<file path="src/hw/rtl/lpm_pkg.sv">
// Shared types and constants for the longest-prefix-match route lookup.
// Holds the input and result word types and the word that runs down the cell chain.
// No dependencies.
package lpm_pkg;

  // Field widths fixed by the word format.
  localparam int IndexWidth = 4;
  localparam int AddrWidth  = 32;
  localparam int PortWidth  = 4;

  // Command codes.
  localparam logic CMD_WRITE  = 1'b0;
  localparam logic CMD_LOOKUP = 1'b1;

  // One input word.
  typedef struct packed {
    logic                  command;
    logic [IndexWidth-1:0] entry_index;
    logic [AddrWidth-1:0]  entry_prefix;
    logic [AddrWidth-1:0]  entry_mask;
    logic [PortWidth-1:0]  entry_port;
    logic                  entry_valid;
    logic [AddrWidth-1:0]  lookup_address;
  } lpm_in_t;

  // One result word.
  typedef struct packed {
    logic                 hit;
    logic [PortWidth-1:0] out_port;
    logic [AddrWidth-1:0] matched_mask;
  } lpm_out_t;

  // Word carried from cell to cell: the command and, for a lookup,
  // the best match found so far.
  typedef struct packed {
    logic                  is_lookup;
    logic [IndexWidth-1:0] entry_index;
    logic [AddrWidth-1:0]  entry_prefix;
    logic [AddrWidth-1:0]  entry_mask;
    logic [PortWidth-1:0]  entry_port;
    logic                  entry_valid;
    logic [AddrWidth-1:0]  lookup_address;
    logic                  found;
    logic [AddrWidth-1:0]  best_mask;
    logic [PortWidth-1:0]  best_port;
  } lpm_word_t;

endpackage

</file>
<file path="src/hw/rtl/longest_prefix_match_lookup.sv">
// IPv4 longest-prefix-match route lookup, top level.
// A chain of TABLE_ENTRIES route cells plus an output register. Depends on lpm_pkg, lpm_cell.
//
// Every word, write or lookup, enters cell 0 and moves one cell per cycle down
// a chain of TABLE_ENTRIES cells, each of which holds one route entry. A write
// loads the cell whose number equals entry_index and gives no result; writes to
// a slot beyond the table or with a port at or above PORT_COUNT are dropped. A
// lookup picks up the best match as it passes each cell and leaves the chain
// into the output register after the stage registers of all TABLE_ENTRIES
// cells. A new word is accepted every cycle while the output register is
// empty or being taken, and since words never pass each other a lookup
// always sees exactly the writes accepted before it. When the output stalls
// the whole chain holds. Reset clears all entry valid bits.
module longest_prefix_match_lookup #(
  parameter int TABLE_ENTRIES = 16,
  parameter int PORT_COUNT    = 16
) (
  input  logic              clk,
  input  logic              rst_n,
  input  logic              in_valid,
  output logic              in_ready,
  input  lpm_pkg::lpm_in_t  in_data,
  output logic              out_valid,
  input  logic              out_ready,
  output lpm_pkg::lpm_out_t out_data
);

  logic               advance;
  logic               in_keep;
  lpm_pkg::lpm_word_t head_word;
  logic               chain_vld  [TABLE_ENTRIES+1];
  lpm_pkg::lpm_word_t chain_word [TABLE_ENTRIES+1];
  logic               out_valid_r;
  logic               out_valid_nxt;
  lpm_pkg::lpm_out_t  out_data_r;
  lpm_pkg::lpm_out_t  out_data_nxt;

  // The chain moves whenever the output register is free or being emptied.
  assign advance  = !out_valid_r || out_ready;
  assign in_ready = advance;

  // Writes with an out-of-range port never enter the chain.
  assign in_keep = (in_data.command == lpm_pkg::CMD_LOOKUP) ||
                   (32'(in_data.entry_port) < 32'(PORT_COUNT));

  // Build the word that enters the first cell.
  always_comb begin
    head_word.is_lookup      = (in_data.command == lpm_pkg::CMD_LOOKUP);
    head_word.entry_index    = in_data.entry_index;
    head_word.entry_prefix   = in_data.entry_prefix;
    head_word.entry_mask     = in_data.entry_mask;
    head_word.entry_port     = in_data.entry_port;
    head_word.entry_valid    = in_data.entry_valid;
    head_word.lookup_address = in_data.lookup_address;
    head_word.found          = 1'b0;
    head_word.best_mask      = '0;
    head_word.best_port      = '0;
  end

  assign chain_vld[0]  = in_valid && in_keep;
  assign chain_word[0] = head_word;

  // The row of route cells.
  for (genvar gi = 0; gi < TABLE_ENTRIES; gi++) begin : g_cell
    lpm_cell #(
      .CELL_INDEX (gi)
    ) u_cell (
      .clk        (clk),
      .rst_n      (rst_n),
      .advance    (advance),
      .word_vld_i (chain_vld[gi]),
      .word_i     (chain_word[gi]),
      .word_vld_o (chain_vld[gi+1]),
      .word_o     (chain_word[gi+1])
    );
  end

  // Only lookups leaving the chain become results.
  always_comb begin
    out_valid_nxt             = chain_vld[TABLE_ENTRIES] && chain_word[TABLE_ENTRIES].is_lookup;
    out_data_nxt.hit          = chain_word[TABLE_ENTRIES].found;
    out_data_nxt.out_port     = chain_word[TABLE_ENTRIES].best_port;
    out_data_nxt.matched_mask = chain_word[TABLE_ENTRIES].best_mask;
  end

  // Output register.
  always_ff @(posedge clk) begin
    if (!rst_n) begin
      out_valid_r <= 1'b0;
    end else if (advance) begin
      out_valid_r <= out_valid_nxt;
    end
  end

  always_ff @(posedge clk) begin
    if (advance) begin
      out_data_r <= out_data_nxt;
    end
  end

  assign out_valid = out_valid_r;
  assign out_data  = out_data_r;

`ifndef SYNTH
  // A miss reports a zero port and a zero mask.
  a_miss_zero: assert property (@(posedge clk) disable iff (!rst_n)
    (out_valid_r && !out_data_r.hit) |->
      (out_data_r.out_port == '0 && out_data_r.matched_mask == '0))
    else $error("miss result carries a nonzero port or mask");

  // While the output stalls, the last cell holds its word.
  a_chain_hold: assert property (@(posedge clk) disable iff (!rst_n)
    !advance |=> $stable(chain_vld[TABLE_ENTRIES]))
    else $error("chain moved while the output was stalled");

  // A new result only comes from a lookup leaving the chain.
  a_result_source: assert property (@(posedge clk) disable iff (!rst_n)
    $rose(out_valid_r) |->
      $past(chain_vld[TABLE_ENTRIES] && chain_word[TABLE_ENTRIES].is_lookup))
    else $error("result produced without a lookup leaving the chain");
`endif

endmodule

</file>
<file path="src/hw/rtl/lpm_cell.sv">
// One route table slot of the lookup chain.
// Holds a single route entry, loads it from passing write words and updates
// passing lookup words with the best match so far. Depends on lpm_pkg.
module lpm_cell #(
  parameter int CELL_INDEX = 0
) (
  input  logic              clk,
  input  logic              rst_n,
  input  logic              advance,
  input  logic              word_vld_i,
  input  lpm_pkg::lpm_word_t word_i,
  output logic              word_vld_o,
  output lpm_pkg::lpm_word_t word_o
);

  logic                            ent_valid_r;
  logic [lpm_pkg::AddrWidth-1:0]   ent_prefix_r;
  logic [lpm_pkg::AddrWidth-1:0]   ent_mask_r;
  logic [lpm_pkg::PortWidth-1:0]   ent_port_r;
  logic                            word_vld_r;
  lpm_pkg::lpm_word_t              word_r;
  lpm_pkg::lpm_word_t              word_nxt;
  logic                            write_sel;
  logic                            ent_match;

  // A write word addressed to this slot loads it.
  assign write_sel = advance && word_vld_i && !word_i.is_lookup &&
                     (32'(word_i.entry_index) == 32'(CELL_INDEX));

  // The entry matches when it is valid and the masked address equals its prefix.
  assign ent_match = ent_valid_r &&
                     ((word_i.lookup_address & ent_mask_r) == ent_prefix_r);

  // Update the running best match. Earlier cells win ties, so only a
  // strictly greater mask replaces an earlier hit.
  always_comb begin
    word_nxt = word_i;
    if (word_i.is_lookup && ent_match &&
        (!word_i.found || (ent_mask_r > word_i.best_mask))) begin
      word_nxt.found     = 1'b1;
      word_nxt.best_mask = ent_mask_r;
      word_nxt.best_port = ent_port_r;
    end
  end

  // Entry storage; only the valid bit is cleared by reset.
  always_ff @(posedge clk) begin
    if (!rst_n) begin
      ent_valid_r <= 1'b0;
    end else if (write_sel) begin
      ent_valid_r <= word_i.entry_valid;
    end
  end

  always_ff @(posedge clk) begin
    if (write_sel) begin
      ent_prefix_r <= word_i.entry_prefix;
      ent_mask_r   <= word_i.entry_mask;
      ent_port_r   <= word_i.entry_port;
    end
  end

  // Stage register toward the next cell.
  always_ff @(posedge clk) begin
    if (!rst_n) begin
      word_vld_r <= 1'b0;
    end else if (advance) begin
      word_vld_r <= word_vld_i;
    end
  end

  always_ff @(posedge clk) begin
    if (advance) begin
      word_r <= word_nxt;
    end
  end

  assign word_vld_o = word_vld_r;
  assign word_o     = word_r;

endmodule
</file>
<file path="config.mk">
export PLATFORM = sky130hd
export DESIGN_NAME = longest_prefix_match_lookup
export DESIGN_NICKNAME = d
export VERILOG_FILES = /design/src/hw/rtl/lpm_pkg.sv /design/src/hw/rtl/longest_prefix_match_lookup.sv /design/src/hw/rtl/lpm_cell.sv
export SDC_FILE = /design/constraint.sdc
export NUM_CORES = 2
export LEC_CHECK = 0
export BUFFER_PORTS_ARGS = -buffer_cell sky130_fd_sc_hd__buf_4
export CAP_MARGIN = 20
export CORE_UTILIZATION = 27
export DETAILED_ROUTE_END_ITERATION = 16
export HOLD_SLACK_MARGIN = 0.08
export PLACE_DENSITY = 0.44
export SKIP_CTS_REPAIR_TIMING = 1
export SLEW_MARGIN = 10
export SYNTH_ARGS = -nofsm -noshare
export SYNTH_HDL_FRONTEND = slang
export SYNTH_SLANG_ARGS = --single-unit
</file>
<file path="constraint.sdc">
create_clock -name clk -period 84 [get_ports clk]
set_input_delay 8.4 -clock clk [delete_from_list [all_inputs] [get_ports clk]]
set_output_delay 8.4 -clock clk [all_outputs]
set_load 0.05 [all_outputs]
</file>
==> summary.md <==
| Metric | Value |
|---|---|
| CTS root buf | `sky130_fd_sc_hd__clkbuf_16` |
| Most used routing layer in global routing | `met2` |
| Crit. End Element | `output pin` |
| Kind of start point of the critical path | `input port` |
| Rel. slew slack | `24.3%` |
| Starting density of the core | `27.1%` |
| Drt total wl | `291000 um` |
| Critical-path top delay cell | `sky130_fd_sc_hd__nor2b_4` |
| Most frequent CP cell | `sky130_fd_sc_hd__buf_4` |
| Dpl ws | `65500 ps` |
| Critical register-to-register path endpoint | `g_cell[2].u_cell.word_o[56]` |
| Top cells by area, synth | `sky130_fd_sc_hd__edfxtp_1 (78%), sky130_fd_sc_hd__ha_1 (4.7%), sky130_fd_sc_hd__mux2_2 (4.2%), sky130_fd_sc_hd__nand2_1 (2.0%), sky130_fd_sc_hd__xnor2_1 (1.7%)` |
| Share of power burned in combinational logic | `0.7%` |
| RSZ-0062 raised after global routing | `no` |
| Critical Path, Cell by Cell | `buf_4 > nor2b_4 > inv_8 > buf_4` |
| Setup violators final | `0` |
| Top FF cell, synth | `sky130_fd_sc_hd__edfxtp_1` |
| Proportion of total power due to net switching | `20.1%` |
| Core footprint | `0.471 mm^2` |
| Highest attainable clock frequency | `54.2 MHz` |
| Final-report hold violation count | `0` |
| Critical path capture point | `in_ready` |
| YS warnings | `0` |
| Number of remaining DRC errors | `0` |
| Chip Height | `689 um` |
| Setup clock skew after layout | `53.6 ps` |
| Worst hold path class | `reg2reg` |
| Insertion delay of the later-clocked pin in the worst-skew pair | `970 ps` |
| Power dissipated by switching net loads | `700 uW` |
| Post-synthesis sequential area ratio | `78.4%` |
| Dominant cell type by area after synthesis | `sky130_fd_sc_hd__edfxtp_1` |
| Layout overhead on the synthesized area | `16.4%` |
| Overall die width | `689 um` |
| Clock Sink Count | `3341` |
| H-tree lvl count | `5` |
| Routed via count divided by cell count | `4.02` |
| Clock transition at path regs | `60 ps` |
| CP required | `75600 ps` |
| Max-cap violations | `0` |
| Vias after detailed routing | `56852` |
| Drt wl/cell | `20.6 um` |
| Total GRT Usage | `12.0%` |
| TritonCTS clock tree | `done` |
| Overall Power | `3.49 mW` |
| Final instance count without filler cells | `14136` |
| Count of antenna-violating nets left after detailed routing | `0` |
| Number of fillers in the final layout | `45225` |
| Arrival time worst endpoint | `10050 ps` |
| Via count of the first global-routing pass | `60607` |
| Die area | `0.475 mm^2` |
| Layout cell share with drive strength beyond 1 | `16.4%` |
| Routability congestion estimate from global placement | `0.933` |
| Synthesized flop and latch total | `3341` |
| Power share of the clock group | `44.8%` |
| Worst R2R Setup Slack | `77860 ps` |
| Mean instance size in the synthesized netlist | `18.0 um^2` |
| Count of TritonRoute iterations in the first routing pass | `5` |
| Status | `completed` |
| Worst-case vdd ir drop | `0.0174 mV` |
| Synthesized net count | `7668` |
| Synthesized instance count | `7078` |
| Cell area after synthesis | `0.127 mm^2` |
| Pin count of the biggest net entering global routing | `165` |
| Transition time of the tightest slew-check pin | `1130 ps` |
| Worst reg2reg path depth | `8` |
| Register share of total power | `54.5%` |
| Boundary Pins | `149` |
| Maximum clock path buffer count | `4` |
| Period Utilization, post-route | `22.0%` |
| Minimum clock period after layout | `18450 ps` |
| Maximum fanout count along the critical path | `81` |
| Cell Count Post-Placement | `13456` |
| M2 GR Usage | `20.3%` |
| Final global-route overflow total | `0` |
| Iteration-0 DRC count of the detailed router | `3155` |
| Crit path from | `out_ready` |
| Setup_tns | `0 ps` |
| Proportion of synthesized flip-flops having asynchronous set or reset | `0%` |
| Critical Path Max Stage Delay | `700 ps` |
| Number of placement rows | `252` |
| GR met1 Demand/Resource | `14.6%` |
| P per Cell Area | `23.5 mW/mm^2` |
| Portion of synthesized cell area occupied by the leading cell type | `77.9%` |
| DPL Wire Length | `221000 um` |
| Worst hold slack | `410 ps` |
| Port-buffer cells | `148` |
| Post-route setup slack | `65550 ps` |
| Number of unique standard cell types used by synthesis | `65` |
| Crit Path Category | `in2out` |
| Number of max-slew violations in the final report | `0` |
| Number of clock buffers inserted by TritonCTS | `368` |
| Initial antenna violation count | `3` |
| Leading post-synthesis cells by instance count | `sky130_fd_sc_hd__edfxtp_1 (3308), sky130_fd_sc_hd__nand2_1 (682), sky130_fd_sc_hd__inv_1 (490)` |
| Design internal power | `2.79 mW` |
| Static Leakage | `52.7 nW` |
| Most used standard cell by instance count after synthesis | `sky130_fd_sc_hd__edfxtp_1` |
| Met3 global-route usage | `1.60%` |
| Number of nets in the layout | `8195` |
| Wire length of the first global-routing pass | `419000 um` |
| Count of flip-flops with a built-in enable after synthesis | `3308` |
| Source of the worst register-to-register timing path | `out_valid` |
[layer usage]
| metal | vias to the layer above | part of all wire [%] | wire length, um |
|---|---|---|---|
| met5 | - | 0 | 0 |
| met4 | 0 | 6.9 | 20200 |
| met3 | 639 | 2.9 | 8290 |
| met2 | 993 | 47 | 138000 |
| met1 | 27266 | 43 | 124000 |
| li1 | 27954 | - | - |
[flip-flops by register name, summed over array words and instances, names as in the netlist]
register and count:
g_cell.u_cell.ent_mask_r 512, g_cell.u_cell.ent_port_r 64, g_cell.u_cell.ent_prefix_r 512, g_cell.u_cell.ent_valid_r 16, g_cell.u_cell.word_o 2183, g_cell.u_cell.word_vld_o 16
out_data 37, out_valid 1
[layout make-up]
cell class,instances,area [um^2],share of cell area (%)
Inverter,491,1850,1.25
Timing Repair Buffer,221,1750,1.18
Sequential cell,3341,100000,67.4
Clock inverter,216,1980,1.34
Tap cell,6223,7790,5.25
Clock buffer,461,9660,6.51
Multi-Input combinational cell,3182,25400,17.1
Antenna cell,1,2.50,0.00169
[worst min-delay path by stage]
stage | from | end | slack (ps) | depth (start not counted)
floorplan | g_cell[14].u_cell.word_o[74] | g_cell[15].u_cell.ent_mask_r[0] | 400 | 0
global placement | g_cell[14].u_cell.word_o[107] | g_cell[15].u_cell.ent_prefix_r[1] | 400 | 0
detailed placement | g_cell[14].u_cell.word_o[85] | g_cell[15].u_cell.ent_mask_r[11] | 400 | 0
CTS | g_cell[14].u_cell.word_o[99] | g_cell[15].u_cell.ent_mask_r[25] | 410 | 0
global route | g_cell[14].u_cell.word_o[99] | g_cell[15].u_cell.ent_mask_r[25] | 410 | 0
finish | g_cell[14].u_cell.word_o[99] | g_cell[15].u_cell.ent_mask_r[25] | 410 | 0
[worst max-delay path: cells and delay by family]
kind,cells,cell delay [ps]
buffers and inverters,3,860
AND/OR/NAND/NOR,1,700
[logic make-up (layout without fill, tap and decap cells)]
group / after synthesis / after routing / share of synthesized area (%)
and+or+nand+nor: 1237 / 1237 / 4.69
xor gates and xnor gates: 461 / 461 / 3.17
adders and majority gates: 480 / 480 / 4.71
muxes: 553 / 553 / 5.04
other: 0 / 1 / 0
DFF: 3341 / 3341 / 78.4
AOI/OAI and AO/OA: 451 / 451 / 2.21
buffers and inverters: 555 / 1389 / 1.74
[metrics by stage]
step	util, %	cell area, um^2
2_1_floorplan	-	127000
3_3_place_gp	29.0	137000
3_5_place_dp	29.0	137000
4_1_cts	31.5	148000
5_1_grt	31.5	148000
6_report	31.5	148000
[placed cells by master, fill, tap and decap left out, drive strengths merged, types with 12 or more instances in the layout]
| master | n |
|---|---|
| nand4 | 135 |
| buf | 221 |
| and4 | 23 |
| inv | 511 |
| nand2 | 682 |
| clkinv | 158 |
| nor2 | 47 |
| xnor2 | 246 |
| a21boi | 22 |
| edfxtp | 3308 |
| mux2i | 16 |
| a21o | 37 |
| nor2b | 40 |
| o21ai | 83 |
| a221oi | 24 |
| ha | 480 |
| xor2 | 215 |
| and2 | 44 |
| a21oi | 187 |
| nor4 | 79 |
| dfxtp | 33 |
| bufinv | 29 |
| nor3 | 33 |
| o211ai | 17 |
| nand3 | 84 |
| nand2b | 13 |
| mux2 | 537 |
| a221o | 12 |
| or4 | 16 |
| clkbuf | 461 |
[power groups by stage]
| stage | registers [mW] | logic [mW] | clock network [mW] |
|---|---|---|---|
| finish | 1.90 | 0.0231 | 1.56 |
| global route | 1.91 | 0.0244 | 1.67 |
| CTS | 1.90 | 0.0241 | 1.61 |
| detailed placement | 1.94 | 0.0241 | 0 |
| global placement | 1.94 | 0.0237 | 0 |
| floorplan | 1.91 | 0.00976 | 0 |
(Power assumes the default switching activity.)
